File: src/design/bsws_pkg.sv
// ----------------------------------------------------------------------------
// bsws_pkg
// shared types and codes for the byte stack with search
// ----------------------------------------------------------------------------
package bsws_pkg;

    localparam int DEPTH_DEF = 64;

    localparam int CMD_W   = 2;
    localparam int BYTE_W  = 8;
    localparam int STAT_W  = 2;
    localparam int POS_W   = 6;
    localparam int COUNT_W = 7;

    // command codes
    localparam logic [CMD_W-1:0] CMD_PUSH   = 2'd0;
    localparam logic [CMD_W-1:0] CMD_POP    = 2'd1;
    localparam logic [CMD_W-1:0] CMD_SEARCH = 2'd2;

    // result status codes
    localparam logic [STAT_W-1:0] STAT_OK        = 2'd0;
    localparam logic [STAT_W-1:0] STAT_UNDERFLOW = 2'd1;
    localparam logic [STAT_W-1:0] STAT_OVERFLOW  = 2'd2;
    localparam logic [STAT_W-1:0] STAT_NOTFOUND  = 2'd3;

    typedef struct packed {
        logic [CMD_W-1:0]  cmd;
        logic [BYTE_W-1:0] value;
    } t_in_item;

    typedef struct packed {
        logic [STAT_W-1:0]  status;
        logic [BYTE_W-1:0]  data;
        logic [POS_W-1:0]   position;
        logic [COUNT_W-1:0] count;
        logic               last;
    } t_out_item;

    // sequencer to compare unit
    typedef struct packed {
        logic             advance;
        logic             issue;
        logic [POS_W-1:0] pos;
    } t_scan_ctl;

    // compare unit to sequencer
    typedef struct packed {
        logic             tag_valid;
        logic             match;
        logic [POS_W-1:0] pos;
    } t_scan_hit;

endpackage

File: src/design/bsws_if.sv
// ----------------------------------------------------------------------------
// bsws stream interfaces
// valid/ready channels for command and result transactions
// ----------------------------------------------------------------------------
interface bsws_in_if;
    import bsws_pkg::*;

    logic     valid;
    logic     ready;
    t_in_item data;

    modport source (output valid, output data, input ready);
    modport sink   (input valid, input data, output ready);
endinterface

interface bsws_out_if;
    import bsws_pkg::*;

    logic      valid;
    logic      ready;
    t_out_item data;

    modport source (output valid, output data, input ready);
    modport sink   (input valid, input data, output ready);
endinterface

File: src/design/bsws_mem.sv
// ----------------------------------------------------------------------------
// bsws_mem
// stack storage, one write port and one registered read port
// ----------------------------------------------------------------------------
module bsws_mem #(
    parameter int DEPTH = bsws_pkg::DEPTH_DEF,
    parameter int AW    = $clog2(DEPTH)
) (
    input  logic                       i_clk,
    input  logic                       i_we,
    input  logic [AW-1:0]              i_waddr,
    input  logic [bsws_pkg::BYTE_W-1:0] i_wdata,
    input  logic                       i_re,
    input  logic [AW-1:0]              i_raddr,
    output logic [bsws_pkg::BYTE_W-1:0] o_rdata
);
    import bsws_pkg::*;

    logic [BYTE_W-1:0] r_mem [DEPTH];
    logic [BYTE_W-1:0] r_rdata;

    always_ff @(posedge i_clk) begin
        if (i_we) begin
            r_mem[i_waddr] <= i_wdata;
        end
        if (i_re) begin
            r_rdata <= r_mem[i_raddr];
        end
    end

    assign o_rdata = r_rdata;

endmodule

File: src/design/bsws_scan.sv
// ----------------------------------------------------------------------------
// bsws_scan
// shared key compare unit with the tag of the read in flight
// ----------------------------------------------------------------------------
module bsws_scan (
    input  logic                        i_clk,
    input  logic                        i_rst_n,
    input  logic                        i_load_key,
    input  logic [bsws_pkg::BYTE_W-1:0] i_key,
    input  bsws_pkg::t_scan_ctl         i_ctl,
    input  logic [bsws_pkg::BYTE_W-1:0] i_rdata,
    output bsws_pkg::t_scan_hit         o_hit
);
    import bsws_pkg::*;

    logic [BYTE_W-1:0] r_key;
    logic              r_tag_valid;
    logic [POS_W-1:0]  r_tag_pos;

    always_ff @(posedge i_clk) begin
        if (!i_rst_n) begin
            r_tag_valid <= 1'b0;
        end else if (i_ctl.advance) begin
            r_tag_valid <= i_ctl.issue;
        end
        if (i_ctl.advance) begin
            r_tag_pos <= i_ctl.pos;
        end
        if (i_load_key) begin
            r_key <= i_key;
        end
    end

    // read data belongs to the tagged entry in the cycle after its issue
    assign o_hit.tag_valid = r_tag_valid;
    assign o_hit.match     = r_tag_valid && (i_rdata == r_key);
    assign o_hit.pos       = r_tag_pos;

endmodule

File: src/design/byte_stack_with_search.sv
// ----------------------------------------------------------------------------
// byte_stack_with_search
// bounded byte stack with push, pop and search by key
// ----------------------------------------------------------------------------
// usage:
//   i_in carries command transactions (cmd, value); o_out carries result
//   transactions (status, data, position, count, last). both are valid/ready.
//   push and pop give one result; search gives one result per matching entry,
//   bottom to top, the final one marked by last, or a single not-found result.
//   every result reports the entry count after the command.
// sequence:
//   push, rejected pop and search on an empty stack: result registered on
//   accept. pop: registered memory read, then S_POP registers the result.
//   search: the sequencer walks the entries one per cycle, holding while a
//   match waits on a stalled output, through the single compare unit, so
//   the search time is set by the number of held entries.
//   throughput: a push every cycle with the receiver ready; the input is
//   not ready while a pop or search is in progress.
// reset: synchronous active low; the stack comes up empty, memory contents
//   are left as they are (only held entries are ever read), no clearing pass.
// stall: when o_out.ready is low the result stays in the output register and
//   the scan holds once it has another result to send; nothing is dropped.
// ----------------------------------------------------------------------------
module byte_stack_with_search #(
    parameter int DEPTH = bsws_pkg::DEPTH_DEF
) (
    input  logic              i_clk,
    input  logic              i_rst_n,
    bsws_in_if.sink           i_in,
    bsws_out_if.source        o_out
);
    import bsws_pkg::*;

    localparam int AW = $clog2(DEPTH);
    localparam int CW = $clog2(DEPTH + 1);

    // sequencer states
    localparam logic [1:0] S_IDLE = 2'd0;
    localparam logic [1:0] S_POP  = 2'd1;
    localparam logic [1:0] S_SCAN = 2'd2;

    logic [1:0]      r_state, n_state;
    logic [CW-1:0]   r_count, n_count;   // held entries
    logic [CW-1:0]   r_idx,   n_idx;     // next entry to read during search
    logic            r_have,  n_have;    // a match is held back until the next one
    logic [POS_W-1:0] r_pend, n_pend;    // position of the held match
    logic            r_out_valid, n_out_valid;
    t_out_item       r_out,   n_out;

    logic              slot_free;
    logic              in_acc;
    logic              full;
    logic              empty;
    logic              issue_ok;
    logic              mem_we;
    logic              mem_re;
    logic [AW-1:0]     mem_raddr;
    logic [BYTE_W-1:0] mem_rdata;
    logic              load_key;
    t_scan_ctl         scan_ctl;
    t_scan_hit         scan_hit;

    // output register frees up in the same cycle it is taken
    assign slot_free  = !r_out_valid || o_out.ready;
    assign i_in.ready = (r_state == S_IDLE) && slot_free;
    assign in_acc     = i_in.valid && i_in.ready;
    assign full       = (r_count == CW'(DEPTH));
    assign empty      = (r_count == '0);
    assign issue_ok   = (r_idx < r_count);

    assign o_out.valid = r_out_valid;
    assign o_out.data  = r_out;

    bsws_mem #(
        .DEPTH (DEPTH),
        .AW    (AW)
    ) u_mem (
        .i_clk   (i_clk),
        .i_we    (mem_we),
        .i_waddr (AW'(r_count)),
        .i_wdata (i_in.data.value),
        .i_re    (mem_re),
        .i_raddr (mem_raddr),
        .o_rdata (mem_rdata)
    );

    bsws_scan u_scan (
        .i_clk      (i_clk),
        .i_rst_n    (i_rst_n),
        .i_load_key (load_key),
        .i_key      (i_in.data.value),
        .i_ctl      (scan_ctl),
        .i_rdata    (mem_rdata),
        .o_hit      (scan_hit)
    );

    always_comb begin
        n_state     = r_state;
        n_count     = r_count;
        n_idx       = r_idx;
        n_have      = r_have;
        n_pend      = r_pend;
        n_out_valid = r_out_valid;
        n_out       = r_out;
        mem_we      = 1'b0;
        mem_re      = 1'b0;
        mem_raddr   = AW'(r_idx);
        load_key    = 1'b0;
        scan_ctl    = '0;

        if (r_out_valid && o_out.ready) begin
            n_out_valid = 1'b0;
        end

        unique case (r_state)
            S_IDLE: begin
                if (in_acc) begin
                    unique case (i_in.data.cmd)
                        CMD_PUSH: begin
                            n_out_valid = 1'b1;
                            if (full) begin
                                // byte dropped, count unchanged
                                n_out = '{status: STAT_OVERFLOW, data: '0, position: '0,
                                          count: COUNT_W'(r_count), last: 1'b1};
                            end else begin
                                mem_we  = 1'b1;
                                n_count = r_count + CW'(1);
                                n_out   = '{status: STAT_OK, data: '0, position: '0,
                                            count: COUNT_W'(n_count), last: 1'b1};
                            end
                        end
                        CMD_POP: begin
                            if (empty) begin
                                n_out_valid = 1'b1;
                                n_out = '{status: STAT_UNDERFLOW, data: '0, position: '0,
                                          count: '0, last: 1'b1};
                            end else begin
                                // read the top entry, S_POP sends the result
                                n_count   = r_count - CW'(1);
                                mem_re    = 1'b1;
                                mem_raddr = AW'(r_count - CW'(1));
                                n_state   = S_POP;
                            end
                        end
                        CMD_SEARCH: begin
                            if (empty) begin
                                n_out_valid = 1'b1;
                                n_out = '{status: STAT_NOTFOUND, data: '0, position: '0,
                                          count: '0, last: 1'b1};
                            end else begin
                                load_key = 1'b1;
                                n_idx    = '0;
                                n_have   = 1'b0;
                                n_state  = S_SCAN;
                            end
                        end
                        default: begin
                            // unused command code: taken and ignored
                        end
                    endcase
                end
            end

            S_POP: begin
                if (slot_free) begin
                    n_out_valid = 1'b1;
                    n_out = '{status: STAT_OK, data: mem_rdata, position: '0,
                              count: COUNT_W'(r_count), last: 1'b1};
                    n_state = S_IDLE;
                end
            end

            S_SCAN: begin
                if (!scan_hit.tag_valid && !issue_ok) begin
                    // all entries compared; flush the held match or report none
                    if (slot_free) begin
                        n_out_valid = 1'b1;
                        if (r_have) begin
                            n_out = '{status: STAT_OK, data: '0, position: r_pend,
                                      count: COUNT_W'(r_count), last: 1'b1};
                        end else begin
                            n_out = '{status: STAT_NOTFOUND, data: '0, position: '0,
                                      count: COUNT_W'(r_count), last: 1'b1};
                        end
                        n_state = S_IDLE;
                    end
                end else if (!(scan_hit.match && r_have && !slot_free)) begin
                    // pipeline moves: issue the next read, retire the tagged compare
                    scan_ctl.advance = 1'b1;
                    scan_ctl.issue   = issue_ok;
                    scan_ctl.pos     = POS_W'(r_idx);
                    if (issue_ok) begin
                        mem_re    = 1'b1;
                        mem_raddr = AW'(r_idx);
                        n_idx     = r_idx + CW'(1);
                    end
                    if (scan_hit.match) begin
                        n_have = 1'b1;
                        n_pend = scan_hit.pos;
                        if (r_have) begin
                            // a later match exists, so the held one is not last
                            n_out_valid = 1'b1;
                            n_out = '{status: STAT_OK, data: '0, position: r_pend,
                                      count: COUNT_W'(r_count), last: 1'b0};
                        end
                    end
                end
            end

            default: begin
                n_state = S_IDLE;
            end
        endcase
    end

    always_ff @(posedge i_clk) begin
        if (!i_rst_n) begin
            r_state     <= S_IDLE;
            r_count     <= '0;
            r_have      <= 1'b0;
            r_out_valid <= 1'b0;
        end else begin
            r_state     <= n_state;
            r_count     <= n_count;
            r_have      <= n_have;
            r_out_valid <= n_out_valid;
        end
        r_idx  <= n_idx;
        r_pend <= n_pend;
        r_out  <= n_out;
    end

`ifndef SYNTHESIS
    // the stack never holds more than its depth
    a_count_bound: assert property (@(posedge i_clk) disable iff (!i_rst_n)
        r_count <= CW'(DEPTH))
        else $error("entry count beyond depth");

    // the scan pointer stays within the held entries
    a_scan_idx: assert property (@(posedge i_clk) disable iff (!i_rst_n)
        (r_state == S_SCAN) |-> (r_idx <= r_count))
        else $error("scan pointer past top of stack");

    // every error or not-found result closes its command
    a_err_last: assert property (@(posedge i_clk) disable iff (!i_rst_n)
        (o_out.valid && (o_out.data.status != STAT_OK)) |-> o_out.data.last)
        else $error("error result without last");

    // a push onto a stack that is not full adds exactly one entry
    a_push_inc: assert property (@(posedge i_clk) disable iff (!i_rst_n)
        (in_acc && (i_in.data.cmd == CMD_PUSH) && !full)
        |=> (r_count == $past(r_count) + CW'(1)))
        else $error("push did not grow the stack");
`endif

endmodule

File: src/flat_wrapper.sv
// flat-port wrapper written by rule: the top's interface ports become plain ports
module byte_stack_with_search_flat import bsws_pkg::*;
#(
    parameter int DEPTH = bsws_pkg::DEPTH_DEF
)
  (i_clk, i_rst_n, i_in_valid, i_in_data, i_in_ready, o_out_valid, o_out_data, o_out_ready);
  bsws_in_if i_in_i ();
  bsws_out_if o_out_i ();
  input  logic i_clk;
  input  logic i_rst_n;
  input wire logic [$bits(i_in_i.valid)-1:0] i_in_valid;
  input wire logic [$bits(i_in_i.data)-1:0] i_in_data;
  output wire logic [$bits(i_in_i.ready)-1:0] i_in_ready;
  output wire logic [$bits(o_out_i.valid)-1:0] o_out_valid;
  output wire logic [$bits(o_out_i.data)-1:0] o_out_data;
  input wire logic [$bits(o_out_i.ready)-1:0] o_out_ready;
  assign i_in_i.valid = i_in_valid;
  assign i_in_i.data = i_in_data;
  assign i_in_ready = i_in_i.ready;
  assign o_out_valid = o_out_i.valid;
  assign o_out_data = o_out_i.data;
  assign o_out_i.ready = o_out_ready;
  byte_stack_with_search #(.DEPTH(DEPTH)) u_core (.i_clk(i_clk), .i_rst_n(i_rst_n), .i_in(i_in_i), .o_out(o_out_i));
endmodule
File: config.mk
export PLATFORM = sky130hd
export DESIGN_NAME = byte_stack_with_search_flat
export DESIGN_NICKNAME = d
export VERILOG_FILES = /design/src/design/bsws_pkg.sv /design/src/design/bsws_if.sv /design/src/design/bsws_mem.sv /design/src/design/bsws_scan.sv /design/src/design/byte_stack_with_search.sv /design/src/flat_wrapper.sv
export SDC_FILE = /design/constraint.sdc
export NUM_CORES = 1
export LEC_CHECK = 0
export ABC_AREA = 1
export BUFFER_PORTS_ARGS = -buffer_cell sky130_fd_sc_hd__buf_2
export CELL_PAD_IN_SITES_DETAIL_PLACEMENT = 1
export CELL_PAD_IN_SITES_GLOBAL_PLACEMENT = 2
export CORE_ASPECT_RATIO = 1.1
export CORE_UTILIZATION = 42
export DETAILED_ROUTE_END_ITERATION = 8
export PLACE_DENSITY_LB_ADDON = 0.15
export SETUP_SLACK_MARGIN = 0.5
export SLEW_MARGIN = 40
export SYNTH_ARGS = -nofsm -noshare
export SYNTH_HDL_FRONTEND = slang
export SYNTH_SLANG_ARGS = --single-unit
File: constraint.sdc
create_clock -name i_clk -period 3.74 [get_ports i_clk]
set_input_delay 0 -clock i_clk [delete_from_list [all_inputs] [get_ports i_clk]]
set_output_delay 0 -clock i_clk [all_outputs]
set_load 0.1 [all_outputs]
==> results of run 1 <==
==> per-stage QoR <==
step                setup WS, ns  cells   util  hold WS (ns)
floorplan                  0.582   2561      -        0.0989
global placement           0.424   3432  0.455         0.346
detailed placement         0.330   3432  0.455         0.360
CTS                        0.516   3559  0.494       0.00427
global route               0.478   3573  0.498        0.0336
finish                     0.613   3573  0.498        0.0244
==> kinds of logic after synthesis <==
kind of cell | share of synthesized area
AND/OR/NAND/NOR | 0.213
buffers and inverters | 0.0959
flip-flops | 0.664
AO/OA/AOI/OAI | 0.0151
adder cells (fa/ha/maj) | 0.00813
XOR/XNOR | 0.00335
==> registers in the layout, indices dropped and copies added, names as in the netlist <==
register                   flops
u_core.u_mem.r_mem           512
u_core.u_scan.r_key            8
u_core.u_scan.r_tag_pos        6
u_core.r_have                  1
u_core.o_out.valid             1
u_core.u_scan.r_tag_valid      1
u_core.r_idx                   7
u_core.u_mem.o_rdata           8
u_core.r_state                 2
u_core.r_pend                  6
u_core.o_out.data             24
u_core.r_count                 7
==> where the power goes <==
part	switching, µW	internal [µW]	total [µW]
clock	2660	4130	6790
combinational	3760	1210	4970
sequential	121	7470	7590
==> path summary, 6_finish.rpt <==
check | from | to | slack, ns | cells after the start
setup reg to reg | u_core.r_state[0]$_SDFFE_PN0P_ | u_core.u_mem.o_rdata[0]$_DFFE_PP_ | 0.61 | 17
setup / recovery | u_core.r_state[0]$_SDFFE_PN0P_ | u_core.u_mem.o_rdata[0]$_DFFE_PP_ | 0.61 | 17
hold reg to reg | u_core.u_scan.r_tag_pos[0]$_SDFFCE_PP0P_ | u_core.r_pend[0]$_DFFE_PP_ | 0.43 | 0
hold / removal | i_in_data[9] | u_core.r_state[1]$_SDFFE_PN0P_ | 0.02 | 4
==> worst min-delay path, stage by stage <==
cell	delay [ns]
buf_2	0.10
ha_1	0.27
a21oi_1	0.10
nor2_1	0.10
==> placed cells by master (no fill, tap or decap), types with 3 or more instances in the layout <==
cell,count
buf_16,4
xor2_1,7
a21oi_1,23
o21ai_4,3
dfxtp_1,12
nor4_1,3
bufinv_16,11
edfxtp_1,571
buf_4,116
xnor2_1,3
nand3_2,3
nor2_1,100
ha_1,15
clkinvlp_4,5
inv_2,6
nor2_2,4
o211ai_1,3
nor3_1,5
clkbuf_16,73
nand2_1,668
buf_12,14
buf_2,34
nor2_4,3
clkinv_1,12
nand3_1,474
inv_1,476
dlygate4sd3_1,8
o22ai_1,7
o21ai_0,18
nand3b_1,9
nand2_2,3
clkbuf_1,13
nand4_1,4
clkinv_2,8
==> layer usage <==
metal / GRT usage / part of all wire / up-vias
li1: - / - / 8636
met3: 0.0391 / 0.053 / 142
met5: 0 / 0 / -
met1: 0.332 / 0.42 / 9350
met4: 0.108 / 0.036 / 0
met2: 0.427 / 0.49 / 471
==> cell type report <==
cell class | instances | area [µm²]
fill | 6805 | 30800
sequential | 583 | 17400
multi-input combinational | 1379 | 6360
inverter | 486 | 1830
clock buffer | 82 | 1780
timing repair buffer | 183 | 1670
tap | 824 | 1030
clock inverter | 36 | 463
==> repair_timing <==
item                                   in CTS  in global routing
cloned                                      1                  4
hold buffers                                8                  0
setup endpoints to repair                   7                 76
setup buffers                               0                 10
endpoints found under the hold margin     223                  0
pin swaps                                   0                  2
resized for setup                           5                 14
==> metrics.yaml, run 1 <==
synth_area_leader_cell: "edfxtp_1"
area_delta_synth_final_pct: 16.6
fin_area_um2: 30500
required_ns: 4.09
vias_per_cell: 5.21
crit_chain: "inv_1 -> ha_2 -> nand2_1 -> nor2_4 -> nand3_4 -> nand2_2 -> nand2_8 -> buf_16 -> buf_12 -> nand2_1 -> nand2_1 -> nand2_1 -> nand3_1 -> nand3_1 -> nand3_1 -> nand3_2 -> nand2_1"
leakage_uw: 0.0129
slew_headroom: 0.442
synthArstFlopShare: 0
setup-violations-final: 0
period_share: 0.836
netlist_top_cells_count: "nand2_1, edfxtp_1, inv_1"
path_delay_family: "simple AND/OR/NAND/NOR gates"
gp_congestion: 0.832
drv_slew: 0
grt.total_usage: 0.257
core-area_um2: 61300
timing.critical_path.buf_inv: 3
antenna_found_initial: 2
status: "finished clean"
synth_ff_type: "edfxtp_1"
clock-root-buffer: "clkbuf_16"
numPortBuffers: 39
synth_fp_nets: 2592
clock_path_buffers: 3
grt_overflow_total: 0
nets: 2730
cts_inserted_buffers: 66
cts_tree: "yes"
start_util: 0.427
layout-drive-gt1-share: 0.113
synth_seq_cells: 583
placed_area_um2: 27900
critPathMostFrequentCell: "nand2_1"
endpoint_kind: "register"
drt-pass1-iter-count: 5
post-dp-hpwl_um: 50100
max_cap_violations: 0
cts.clk_slew.worst_paths_ns: 0.06
period_needed_ns: 3.13
max_stage_delay_ns: 0.33
crit_type: "register to register"
setup.worst_path.start_class: "register"
synthMostInstantiatedCell: "nand2_1"
final.setup_skew_ns: 0.0343
die_area_um2: 63300
arrival_ns: 3.48
hp-class: "input pin to register"
fp.dieW_um: 240
grt_pass1_vias: 19300
max_freq_mhz: 320
hold_viol_final: 0
worst-path-max-fanout: 23
yosys-top-cells-area: "edfxtp_1, nand2_1, nand3_1"
crit_slowest_cell: "dfxtp_1"
vias: 18600
syn_inst: 2561
yosys_warnings: 0
yosysSeqAreaShare: 0.664
cts_sinks: 583
powerDensity_nw_per_um2: 634
route.detailed.wl_per_inst_um: 22.7
synth_edf_count: 571
power_uw: 19300
num_io_pins: 40
dieHeight_um: 264
grt_pass1_wl_um: 120000
ir_worst_vdd_v: 0.00103
drt.antenna.violating_nets: 0
synth_cell_type_count: 43
clkLatencyLatePin_ns: 0.61
wl_um: 81000
setup_tns_ns: 0
rsz0062_at_grt: "true"
drc: 0
mappedNetlistArea_um2: 26200
num_rows: 95
yosys.area.top_type_share: 0.655
drt_iter0_markers: 1322
tightestPinTransition_ns: 0.837
syn_avg_cell_area_um2: 10.2
htree_num_levels: 3
antennaDiodeCount: 0
grt_max_degree: 72
No activity file was read; power rests on OpenSTA's default activity.
==> run 2, diff against run 1 <==
--- a/config.mk
+++ b/config.mk
@@ -10,7 +10,7 @@
 export CELL_PAD_IN_SITES_DETAIL_PLACEMENT = 1
 export CELL_PAD_IN_SITES_GLOBAL_PLACEMENT = 2
 export CORE_ASPECT_RATIO = 1.1
-export CORE_UTILIZATION = 42
+export CORE_UTILIZATION = 38
 export DETAILED_ROUTE_END_ITERATION = 8
 export PLACE_DENSITY_LB_ADDON = 0.15
 export SETUP_SLACK_MARGIN = 0.5
==> constraint.sdc (replaced) <==
create_clock -name i_clk -period 2.6 [get_ports i_clk]
set_input_delay 0 -clock i_clk [delete_from_list [all_inputs] [get_ports i_clk]]
set_output_delay 0 -clock i_clk [all_outputs]
set_load 0.1 [all_outputs]
==> metrics.yaml, run 2 (synthesis results as in run 1) <==
status: "finished, violations left"
violations: "setup timing"
final_common_cell: "nand2_1"
p_int_uw: 19500  # +52%
hold_viol_final: 0  # unchanged
sw_frac_of_total: 0.353  # +0.0146
gp_congestion: 0.843  # +1.3%
cts_sinks: 583  # unchanged
crit_type: "register to register"
setup-violations-final: 5  # +5
leakage_uw: 0.0145  # +12%
fin_ws_ns: -0.0283  # -0.641 ns
crit_chain: "inv_2 -> ha_4 -> nand2_4 -> nor2_4 -> nand3_4 -> buf_6 -> o21ai_4 -> buf_12 -> buf_12 -> buf_12 -> nand3_1 -> nand3_1 -> nand3_1 -> nand3_2 -> nand3_4 -> nand2_2"
start_util: 0.385  # -0.0415
power_frac_clock: 0.292  # -0.059
dieHeight_um: 277  # +5.1%
crit_slowest_cell: "dfxtp_2"
timing.critical_path.buf_inv: 5  # +2
max_stage_delay_ns: 0.32  # about the same
rsz0062_at_grt: "true"
clock-root-buffer: "clkbuf_16"
post-place-cells: 3576  # +4.2%
max_cap_violations: 0  # unchanged
antenna_found_initial: 0  # -2
num_io_pins: 40  # unchanged
grt_max_degree: 66  # -8.3%
die_area_um2: 69900  # +10%
required_ns: 3.07  # -1.02 ns
slew_headroom: 0.492  # +0.0498
drt_iter0_markers: 1371  # +3.7%
fillers: 7149  # +5.1%
wl_um: 89300  # +10%
power_uw: 30100  # +55%
htree_num_levels: 3  # unchanged
max_freq_mhz: 380  # +19%
endpoint_kind: "register"
setup.worst_path.start_class: "register"
grt_pass1_wl_um: 130000  # +8.1%
clock_path_buffers: 3  # unchanged
worst-path-max-fanout: 14  # -39%
layout-drive-gt1-share: 0.250  # +0.137
tightestPinTransition_ns: 0.761  # -0.0766 ns
drt-pass1-iter-count: 5  # unchanged
cts_tree: "yes"
powerDensity_nw_per_um2: 867  # +37%
grt.total_usage: 0.253  # -0.00371
path_delay_family: "simple AND/OR/NAND/NOR gates"
drv_slew: 0  # unchanged
cts_inserted_buffers: 66  # unchanged
antennaDiodeCount: 0  # unchanged
nets: 2886  # +5.7%
final.setup_skew_ns: 0.0228  # -0.0115 ns
route.detailed.wl_per_inst_um: 23.4  # +3.3%
grt_overflow_total: 0  # unchanged
numPortBuffers: 39  # unchanged
period_share: 1.01  # +0.175
area_delta_synth_final_pct: 32.4
regMostFlops: "u_core.u_mem.r_mem"
final_cell_mix: "nand2_1, edfxtp_1, inv_1, nand3_1, buf_4"
multi_input_area_um2: 8040  # +26%
drc: 0  # unchanged
switchingPower_uw: 10600  # +62%
p_comb_frac: 0.346  # +0.089
cts.clk_slew.worst_paths_ns: 0.06  # about the same
ir_worst_vdd_v: 0.000545  # -47%
final_cells: 3815  # +6.8%
core-area_um2: 67900  # +11%
largest_reg_flops: 512  # unchanged
hp-class: "input pin to register"
post-dp-hpwl_um: 53100  # +5.8%
period_needed_ns: 2.63  # -0.499 ns
grt_pass1_vias: 20200  # +4.6%
arrival_ns: 3.10  # -0.38 ns
num_rows: 100  # +5.3%
vias: 19400  # +4.5%
ff_latch_area_um2: 17400  # +0.12%
clkLatencyLatePin_ns: 0.60  # about the same
p_seq_frac: 0.363  # -0.029
vias_per_cell: 5.10  # -2.1%
drt.antenna.violating_nets: 0  # unchanged
fp.dieW_um: 252  # +5.1%
## run 2: cell types whose count changed in the layout (fill, tap and decap cells not counted), moves of 26 or more
cell / before / now
nor2_4: 3 / 54
buf_12: 14 / 69
nand3_2: 3 / 139
nand3_4: 1 / 33
buf_6: 2 / 37
nor2_1: 100 / 42
nand3_1: 474 / 306
buf_4: 116 / 142
## run 2: per-stage QoR
stage / worst slack [ns] / util / setup TNS [ns] / area [µm²] / hold WS [ns]
5_1_grt: -0.102 / 0.510 / -0.694 / 34700 / 0.0229
3_3_place_gp: -0.387 / 0.427 / -2.01 / 29000 / 0.361
2_1_floorplan: 0.0158 / - / 0 / 26500 / 0.0989
6_report: -0.0283 / 0.510 / -0.0532 / 34700 / 0.0138
3_5_place_dp: -0.380 / 0.427 / -2.24 / 29000 / 0.370
4_1_cts: 0.0193 / 0.495 / 0 / 33600 / 0.00256
## run 2: power groups by stage
stage	Clock, µW	Sequential [µW]	Combinational (µW)
2_1_floorplan	0	12500	3380
3_3_place_gp	0	11100	7550
3_5_place_dp	0	11100	7610
4_1_cts	8950	10900	9700
5_1_grt	9240	10900	10900
6_report	8770	10900	10400
## run 2: area by class of cell
type	instances	area share
Clock buffer	87	0.0518
Multi-Input combinational cell	1379	0.232
Inverter	486	0.0534
Clock inverter	23	0.00473
Tap cell	918	0.0331
Sequential cell	583	0.502
Timing Repair Buffer	339	0.123
## run 2: per-layer routing
metal	wire [µm]	part of all wire	vias up	global-route usage
li1	-	-	8992	-
met1	39000	0.44	9915	0.336
met2	44400	0.50	401	0.426
met3	3710	0.041	130	0.0360
met4	2250	0.025	0	0.0810
met5	0	0	-	0
## run 2: worst register-to-register path: cells and delay by family, from the launching register on
family | cells | cell delay, ns
flops | 1 | 0.32
simple gates | 9 | 1.09
compound gates | 1 | 0.16
buf+inv | 5 | 0.79
fa+ha+maj | 1 | 0.15
## run 2: path summary, 6_finish.rpt
check                                           startpoint                                   to  slack (ns)  cells past startpoint
setup reg to reg            u_core.r_state[1]$_SDFFE_PN0P_    u_core.u_mem.o_rdata[3]$_DFFE_PP_       -0.03                     16
hold reg to reg   u_core.u_scan.r_tag_pos[0]$_SDFFCE_PP0P_           u_core.r_pend[0]$_DFFE_PP_        0.42                      0
setup / recovery            u_core.r_state[1]$_SDFFE_PN0P_    u_core.u_mem.o_rdata[3]$_DFFE_PP_       -0.03                     16
hold / removal                                i_in_data[1]  u_core.u_mem.r_mem[23][1]$_DFFE_PP_        0.01                      1
## run 2: repair_timing
item	CTS	global route
pin swaps	81	43
gates resized for setup	280	113
setup buffers	71	19
cloned	19	11
endpoints found under the hold margin	183	0
endpoints found under the setup margin	588	602
hold buffers	9	0
